--- src/design/pwa_pkg.sv ---
// Shared types and constants of the peak width block.
// Used by every module in the design folder; depends on nothing.
package pwa_pkg;

  // one input transfer
  typedef struct packed {
    logic [23:0] two_theta;
    logic [31:0] sum_in;
  } cmd_t;

  // one result transfer
  typedef struct packed {
    logic [31:0] width;
    logic [31:0] sum_out;
    logic        invalid;
  } res_t;

  // derived coefficients handed from the sequencer to the datapath
  typedef struct packed {
    logic [61:0] a_mag;
    logic        a_neg;
    logic [61:0] b;
    logic [49:0] c;
    logic        dist_zero;
  } coef_t;

  // configuration register indexes
  typedef enum logic [2:0] {
    REG_DISTANCE  = 3'd0,
    REG_PIXEL     = 3'd1,
    REG_LAYER     = 3'd2,
    REG_SAMPLE    = 3'd3,
    REG_DIVERGE   = 3'd4
  } reg_idx_t;

  localparam logic [23:0] RST_DISTANCE = 24'd13107200;
  localparam logic [23:0] RST_PIXEL    = 24'd6554;
  localparam logic [23:0] RST_LAYER    = 24'd32768;
  localparam logic [23:0] RST_SAMPLE   = 24'd65536;
  localparam logic [23:0] RST_DIVERGE  = 24'd6554;

  localparam logic [32:0] TWO_LN2_Q32     = 33'd5954088944;
  localparam logic [31:0] CORDIC_GAIN_Q30 = 32'd652032874;
  localparam logic [31:0] RAD_DEG_Q24     = 32'd961263669;
  localparam logic [61:0] COEF_CAP        = {62{1'b1}};

  localparam logic [31:0] ATAN_DEG_Q24 [16] = '{
    32'd754974720, 32'd445687602, 32'd235489088, 32'd119537938,
    32'd60000934,  32'd30029717,  32'd15018523,  32'd7509720,
    32'd3754917,   32'd1877466,   32'd938734,    32'd469367,
    32'd234684,    32'd117342,    32'd58671,     32'd29335
  };

  // atan(2^-i) in degrees Q.24; small angles use the 180/pi slope
  function automatic logic [31:0] atan_step(input int i);
    logic [32:0] rnd;
    rnd = '0;
    if (i < 16) begin
      atan_step = ATAN_DEG_Q24[i[3:0]];
    end else begin
      rnd = {1'b0, RAD_DEG_Q24} + (33'd1 << (i - 1));
      atan_step = 32'(rnd >> i);
    end
  endfunction

endpackage

--- src/design/pwa_coef.sv ---
// Configuration registers and the sequencer that derives coefficients A, B, C.
// Depends on pwa_pkg.
module pwa_coef (
  input  logic               clk,
  input  logic               rst,
  input  logic               cfg_we,
  input  logic [2:0]         cfg_index,
  input  logic [23:0]        cfg_data,
  output pwa_pkg::coef_t     coef,
  output logic               busy
);

  typedef enum logic [1:0] {ST_IDLE, ST_SQR, ST_MUL, ST_DIV} state_t;
  typedef enum logic [1:0] {JOB_C, JOB_A, JOB_B} job_t;

  localparam int NUM_W = 84;
  localparam logic [32:0] TWO_LN2 = pwa_pkg::TWO_LN2_Q32;

  state_t            state;
  job_t              job;
  logic [2:0]        cnt;
  logic              half;
  logic [6:0]        dcnt;
  logic [23:0]       dist_mm, pix, lay, samp, divg;
  logic [47:0]       dd, pp, tt, ss, ff;
  logic [NUM_W-1:0]  acc, num, quo;
  logic [47:0]       rem;

  logic [23:0]       sq_op;
  logic [47:0]       sq;
  logic [49:0]       sub, mag, bsrc, src;
  logic              a_neg_n;
  logic [24:0]       part;
  logic [57:0]       prod;
  logic [NUM_W-1:0]  acc_add, acc_sum, q_fin;
  logic [48:0]       rem_sh;
  logic              ge;
  logic [47:0]       rem_next;
  logic [61:0]       q_sat;

  // shared squarer over the five lengths
  always_comb begin
    unique case (cnt)
      3'd0:    sq_op = dist_mm;
      3'd1:    sq_op = pix;
      3'd2:    sq_op = lay;
      3'd3:    sq_op = samp;
      default: sq_op = divg;
    endcase
    sq = sq_op * sq_op;
  end

  // numerators and the shared 33 x 25 multiplier
  always_comb begin
    sub     = (50'(tt) << 1) + 50'(ss);
    a_neg_n = 50'(pp) < sub;
    mag     = a_neg_n ? sub - 50'(pp) : 50'(pp) - sub;
    bsrc    = (50'(tt) + 50'(ss)) << 1;
    unique case (job)
      JOB_C:   src = 50'(ff);
      JOB_A:   src = mag;
      default: src = bsrc;
    endcase
    part    = half ? src[49:25] : src[24:0];
    prod    = 58'(TWO_LN2) * 58'(part);
    acc_add = half ? NUM_W'({prod, 25'd0}) : NUM_W'(prod);
    acc_sum = acc + acc_add;
  end

  // restoring division, one quotient bit a cycle
  always_comb begin
    rem_sh   = {rem, num[NUM_W-1]};
    ge       = rem_sh >= {1'b0, dd};
    rem_next = ge ? 48'(rem_sh - {1'b0, dd}) : rem_sh[47:0];
    q_fin    = {quo[NUM_W-2:0], ge};
    q_sat    = (|q_fin[NUM_W-1:62]) ? pwa_pkg::COEF_CAP : q_fin[61:0];
  end

  // register file and sequencer
  always_ff @(posedge clk) begin
    if (rst) begin
      dist_mm <= pwa_pkg::RST_DISTANCE;
      pix     <= pwa_pkg::RST_PIXEL;
      lay     <= pwa_pkg::RST_LAYER;
      samp    <= pwa_pkg::RST_SAMPLE;
      divg    <= pwa_pkg::RST_DIVERGE;
      state   <= ST_SQR;
      cnt     <= '0;
      job     <= JOB_C;
      half    <= 1'b0;
    end else if (cfg_we && cfg_index <= 3'(pwa_pkg::REG_DIVERGE)) begin
      unique case (pwa_pkg::reg_idx_t'(cfg_index))
        pwa_pkg::REG_DISTANCE: dist_mm <= cfg_data;
        pwa_pkg::REG_PIXEL:    pix     <= cfg_data;
        pwa_pkg::REG_LAYER:    lay     <= cfg_data;
        pwa_pkg::REG_SAMPLE:   samp    <= cfg_data;
        default:               divg    <= cfg_data;
      endcase
      state <= ST_SQR;
      cnt   <= '0;
    end else begin
      unique case (state)
        ST_IDLE: ;
        ST_SQR: begin
          unique case (cnt)
            3'd0:    dd <= sq;
            3'd1:    pp <= sq;
            3'd2:    tt <= sq;
            3'd3:    ss <= sq;
            default: ff <= sq;
          endcase
          if (cnt == 3'd4) begin
            state <= ST_MUL;
            job   <= JOB_C;
            half  <= 1'b0;
            acc   <= '0;
          end else begin
            cnt <= cnt + 3'd1;
          end
        end
        ST_MUL: begin
          acc  <= acc_sum;
          half <= 1'b1;
          if (half) begin
            unique case (job)
              JOB_C: begin
                coef.c <= acc_sum[81:32];
                half   <= 1'b0;
                acc    <= '0;
                if (dd == '0) begin
                  coef.dist_zero <= 1'b1;
                  coef.a_mag     <= '0;
                  coef.a_neg     <= 1'b0;
                  coef.b         <= '0;
                  state          <= ST_IDLE;
                end else begin
                  coef.dist_zero <= 1'b0;
                  job            <= JOB_A;
                end
              end
              default: begin
                num   <= acc_sum;
                quo   <= '0;
                rem   <= '0;
                dcnt  <= '0;
                state <= ST_DIV;
              end
            endcase
          end
        end
        default: begin
          num  <= num << 1;
          quo  <= q_fin;
          rem  <= rem_next;
          dcnt <= dcnt + 7'd1;
          if (dcnt == 7'(NUM_W - 1)) begin
            if (job == JOB_A) begin
              coef.a_mag <= q_sat;
              coef.a_neg <= a_neg_n;
              job        <= JOB_B;
              half       <= 1'b0;
              acc        <= '0;
              state      <= ST_MUL;
            end else begin
              coef.b <= q_sat;
              state  <= ST_IDLE;
            end
          end
        end
      endcase
    end
  end

  assign busy = (state != ST_IDLE);

endmodule

--- config.mk ---
export PLATFORM = sky130hd
export DESIGN_NAME = pwa_coef
export DESIGN_NICKNAME = d
export VERILOG_FILES = /design/src/design/pwa_pkg.sv /design/src/design/pwa_coef.sv
export SDC_FILE = /design/constraint.sdc
export NUM_CORES = 2
export LEC_CHECK = 0
export BUFFER_PORTS_ARGS = -buffer_cell sky130_fd_sc_hd__buf_2
export CAP_MARGIN = 15
export CORE_ASPECT_RATIO = 1.4
export CORE_MARGIN = 1.5
export CORE_UTILIZATION = 60
export CTS_CLUSTER_DIAMETER = 120
export DETAILED_ROUTE_END_ITERATION = 12
export HOLD_SLACK_MARGIN = 0.03
export PLACE_DENSITY = 0.89
export SLEW_MARGIN = 30
export SYNTH_ARGS = -nofsm -noshare
export SYNTH_HDL_FRONTEND = slang
export SYNTH_SLANG_ARGS = --single-unit
export TNS_END_PERCENT = 5
--- constraint.sdc ---
create_clock -name clk -period 43.4 [get_ports clk]
set_input_delay 2.17 -clock clk [delete_from_list [all_inputs] [get_ports clk]]
set_output_delay 2.17 -clock clk [all_outputs]
set_load 0.01 [all_outputs]
Yosys cells after proc, flatten, opt, wreduce, memory -nomap -nowiden
Cells that the tools add are included.
{ "word_totals": {"register_bits": 850, "out_inout_bits": 177} }
{ "classes": {"n_addsub": 8, "n_mul": 2, "order_cmp": 3, "eq_ne": 19, "mux": 53, "n_bitwise": 7, "reduce_logical": 35} }
{ "ops": {"columns": ["cell", "n"], "rows": [
  ["$mux 84", 7],
  ["$mux 176", 2],
  ["$pmux 84 s3", 1],
  ["$mux 125", 2],
  ["$pmux 125 s2", 1],
  ["$mux 83", 3],
  ["$pmux 84 s2", 1],
  ["$pmux 83 s2", 1],
  ["$mux 48", 3],
  ["$mux 62", 2],
  ["$pmux 50 s2", 1],
  ["$pmux 24 s4", 1],
  ["$pmux 48 s2", 1],
  ["$add 84x83->84", 1],
  ["$mux 63", 1],
  ["$mul 29x25->54 const A", 1],
  ["$add 49x48->50", 1],
  ["$lt 48x50->1", 1],
  ["$mux 50", 1],
  ["$sub 48x50->50", 1],
  ["$sub 50x48->50", 1],
  ["$add 48x48->49", 1],
  ["$ge 49x48->1", 1],
  ["$logic_not 48->1", 1],
  ["other kinds (35)", 90]
]} }

Longest topological paths before layout
{ "logic_depth": {"depth_word": 11, "depth_mapped": 70, "depth_no_buf": 65} }

Least setup slack after synthesis
Ideal clock, no wire load.
{ "synth_timing": {"path_type": "input to register", "from": "input cfg_index[1]", "to": "register dcnt[0] (enable)", "arrival_time_ns": 23.663, "t_required_ns": 42.051, "path_slack_ns": 18.389, "cell_stages": 5, "path_buffers": 1, "path_cell_list": "clkbuf_1 o21ai_0 nand2_1 nand2b_1 nor4_1"} }
{ "synth_via": {"elab_chain_cells": 4} }
{ "synth_lines": {"columns": ["element", "line_no", "rtl"], "rows": [
  ["from (decl)", "pwa_coef.sv:7", "input logic [2:0] cfg_index,"],
  ["$le 3x3->1", "pwa_coef.sv:91", "end else if (cfg_we && cfg_index <= 3'(pwa_pkg::REG_DIVERGE)) begin"],
  ["$logic_and 1x1->1", "pwa_coef.sv:91", null],
  ["$not 1->1 (no line)", null, null],
  ["$reduce_and 5->1 (no line)", null, null],
  ["to (signal assigned)", "pwa_coef.sv:155", "dcnt <= dcnt + 7'd1;"],
  ["to (decl)", "pwa_coef.sv:23", "logic [6:0] dcnt;"]
]} }
Every way passes these cells.
A chain may end at the register's enable or synchronous reset.

Worst setup path in the final report
{ "layout_timing": {"from": "register ss[4]", "to": "register num[81], data pin"} }
{ "layout_via": {"elab_chain_cells": 11, "elab_cells_between_ends": 14, "cone_classes": "5 x add/sub; 1 x mul; 1 x order compare; 7 x mux"} }
{ "layout_lines": {"columns": ["element", "line_no", "rtl"], "rows": [
  ["from (decl)", "pwa_coef.sv:25", "logic [47:0] dd, pp, tt, ss, ff;"],
  ["from (signal assigned)", "pwa_coef.sv:109", "3'd3: ss <= sq;"],
  ["$add 49x48->50", "pwa_coef.sv:55", "sub = (50'(tt) << 1) + 50'(ss);"],
  ["$sub 48x50->50 (tied with other cells)", "pwa_coef.sv:57", "mag = a_neg_n ? sub - 50'(pp) : 50'(pp) - sub;"],
  ["$mux 50", "pwa_coef.sv:57", null],
  ["$pmux 50 s2 (*)", "pwa_coef.sv:59", "unique case (job)"],
  ["$mux 25 (*)", "pwa_coef.sv:64", "part = half ? src[49:25] : src[24:0];"],
  ["$mul 29x25->54 (*)", "pwa_coef.sv:65", "prod = 58'(TWO_LN2) * 58'(part);"],
  ["$mux 83 (*)", "pwa_coef.sv:66", "acc_add = half ? NUM_W'({prod, 25'd0}) : NUM_W'(prod);"],
  ["$add 84x83->84 (*)", "pwa_coef.sv:67", "acc_sum = acc + acc_add;"],
  ["named net acc_sum[81]", "pwa_coef.sv:35", "logic [NUM_W-1:0] acc_add, acc_sum, q_fin;"],
  ["$mux 84 (*)", "pwa_coef.sv:125", "unique case (job)"],
  ["$mux 84 (*)", "pwa_coef.sv:124", "if (half) begin"],
  ["$pmux 84 s2 (*)", "pwa_coef.sv:102", "unique case (state)"],
  ["to (signal assigned)", "pwa_coef.sv:142", "num <= acc_sum;"],
  ["to (signal assigned)", "pwa_coef.sv:152", "num <= num << 1;"],
  ["to (decl)", "pwa_coef.sv:26", "logic [NUM_W-1:0] acc, num, quo;"]
]} }
Mark *: on every way through the listed nets, which the timed path passes. The rest lies on a longest branch. The select of a mux whose other input is x is not followed.

==> impl_metrics.json <==
{
  "critical_path_arrival_ns": 18.70,
  "outcome": "completed",
  "critical-path-max-stage-delay_ns": 0.74,
  "fin_tns_setup_ns": 0,
  "final_nets": 9468,
  "min_period_ns": 18.23,
  "synth_cell_type_count": 106,
  "grt_use_total": 0.352,
  "slew_headroom": 0.254,
  "io_buffer_count": 206,
  "required_ns": 43.88,
  "die_y_um": 428,
  "cts_hold_buf": 0,
  "cts.sinks": 845,
  "cts-resized-gates": 0,
  "end_kind": "flip-flop",
  "critical-path-top-delay-family": "compound AO/OA/AOI/OAI gates",
  "ys_ff_latch": 845,
  "placed_area_mm2": 0.0804,
  "drtIter0Drc": 5331,
  "avgRoutedWirePerCell_um": 23.9,
  "overflow": 0,
  "synth_flop_cell": "edfxtp_1",
  "ios": 207,
  "grt_max_degree": 187,
  "synth_area_mm2": 0.0775,
  "cts-root-buf": "clkbuf_16",
  "period_share": 0.420,
  "fill_cells": 9736,
  "crit_path_frequent_cell": "fa_1",
  "htreeDepth": 3,
  "syn_nets": 9375,
  "grt_pass1_vias": 62600,
  "ant_nets": 0,
  "drt_drc_violations_left": 0,
  "antenna_found_initial": 11,
  "postRouteWirelength_um": 231000,
  "maxCapViolations": 0,
  "first_pass_iters": 9,
  "cp_max_fo": 36,
  "slew_viol_final": 0,
  "dp_hpwl_um": 178000,
  "multiInputGateArea_mm2": 0.0478,
  "cts_inserted_buffers": 85,
  "clk_latency_ns": 0.75,
  "syn_area_per_cell_um2": 9.84,
  "clk_pin_slew_ns": 0.07,
  "yosys_warnings": 0,
  "fmax_mhz": 54.9,
  "hold_class": "reg -> reg",
  "synth_edf_count": 717,
  "synth_area_leader_cell": "edfxtp_1",
  "cts_setup_buffers": 0,
  "rows": 155,
  "syn-instance-count": 7878,
  "yosys-top-cells-area": "edfxtp_1, fa_1, ha_1",
  "drive_gt1_frac": 0.0780,
  "setup_viol": 0,
  "hold_viol": 0,
  "cp-start-kind": "flip-flop",
  "finalClockSkew_ns": 0.0420,
  "tritoncts": "yes",
  "seqCellArea_mm2": 0.0241,
  "synth_top_area_frac": 0.278,
  "path_class": "reg -> reg",
  "die_area_mm2": 0.131,
  "cts_max_path_buffers": 3,
  "gp_congestion": 1.03,
  "cpMaxStageDelayCell": "fa_1",
  "design_area_mm2": 0.0833,
  "dr_total_vias": 60000,
  "rsz0062_at_grt": "false",
  "tightest_slew_ns": 1.12,
  "die_x_um": 307,
  "initial_utilization": 0.607,
  "ys_seq_area_frac": 0.311,
  "vias_per_cell": 6.19,
  "yosysMostFrequentCell": "inv_1",
  "areaGrowthSynthToFinish_pct": 7.47,
  "grt_pass1_wl_um": 352000,
  "synth_commonest_cells": "inv_1, ha_1, edfxtp_1",
  "synth-async-reset-ratio": 0,
  "critPathBufInv": 6,
  "core-area_mm2": 0.128
}
[final cells by class]
class,instances,area share
Antenna cell,5,0.000150
Inverter,1251,0.0564
Sequential cell,845,0.289
Timing Repair Buffer,297,0.0208
Clock buffer,98,0.0267
Tap cell,1648,0.0247
Multi-Input combinational cell,5491,0.574
Clock inverter,59,0.00764
[state kept, by name, indices dropped and copies added (netlist names), 47 cells and up]
signal / cells
acc: 84
coef: 176
dd: 47
ff: 47
num: 84
pp: 47
quo: 83
rem: 48
ss: 47
tt: 47
[worst paths after layout]
| kind | end | cells after the start | slack, ns | from |
|---|---|---|---|---|
| setup / recovery | num[81] | 61 | 25.17 | ss[4] |
| setup reg to reg | num[81] | 61 | 25.17 | ss[4] |
| hold reg to reg | pix[22] | 2 | 0.45 | pix[22] |
| hold / removal | pix[22] | 2 | 0.45 | pix[22] |
[metal layers]
layer / global-route usage / vias to the layer above / part of all wire
li1: - / 26900 / -
met1: 0.375 / 29200 / 0.33
met2: 0.601 / 2903 / 0.49
met3: 0.0644 / 1083 / 0.076
met4: 0.297 / 4 / 0.10
met5: 0 / - / 0.00012
[cells by family (layout without fill, tap and decap cells)]
family	Yosys count	in the layout	synth area share
other cells	1	6	0.0000484
buf+inv	1542	1705	0.0758
flops	845	845	0.311
xor+xnor	340	340	0.0384
fa+ha+maj	1467	1467	0.304
compound gates	1703	1703	0.141
simple gates	1835	1835	0.111
mux	145	145	0.0201
[through the flow]
stage               instances  utilization  hold WS (ns)  worst slack [ns]
floorplan                7878            -         0.432             18.39
global placement         9531        0.628         0.441             26.19
detailed placement       9532        0.629         0.446             25.80
CTS                      9689        0.651         0.456             25.63
global route             9690        0.652         0.469             24.45
finish                   9694        0.652         0.455             25.17
[placed cells by master (no fill, tap or decap), types with 74 or more instances in the layout]
| cell type | instances |
|---|---|
| a21o_1 | 279 |
| dfxtp_1 | 127 |
| clkbuf_16 | 87 |
| nor2b_1 | 89 |
| nand2_1 | 579 |
| buf_2 | 206 |
| o21bai_1 | 74 |
| inv_1 | 1239 |
| fa_1 | 690 |
| a21oi_1 | 542 |
| xor2_1 | 125 |
| nand3_1 | 119 |
| buf_4 | 88 |
| o21ai_0 | 302 |
| xnor2_1 | 200 |
| edfxtp_1 | 717 |
| nor2_1 | 550 |
| ha_1 | 776 |
| and2_1 | 131 |
| mux2_2 | 81 |
[tightest hold or removal path, stage by stage (launching register included)]
cell	delay, ns
dfxtp_1	0.31
nand2_1	0.05
a21oi_1	0.05
Power is not shown: default switching activity piles up to over one toggle a cycle in this logic, so the estimate is an artifact.
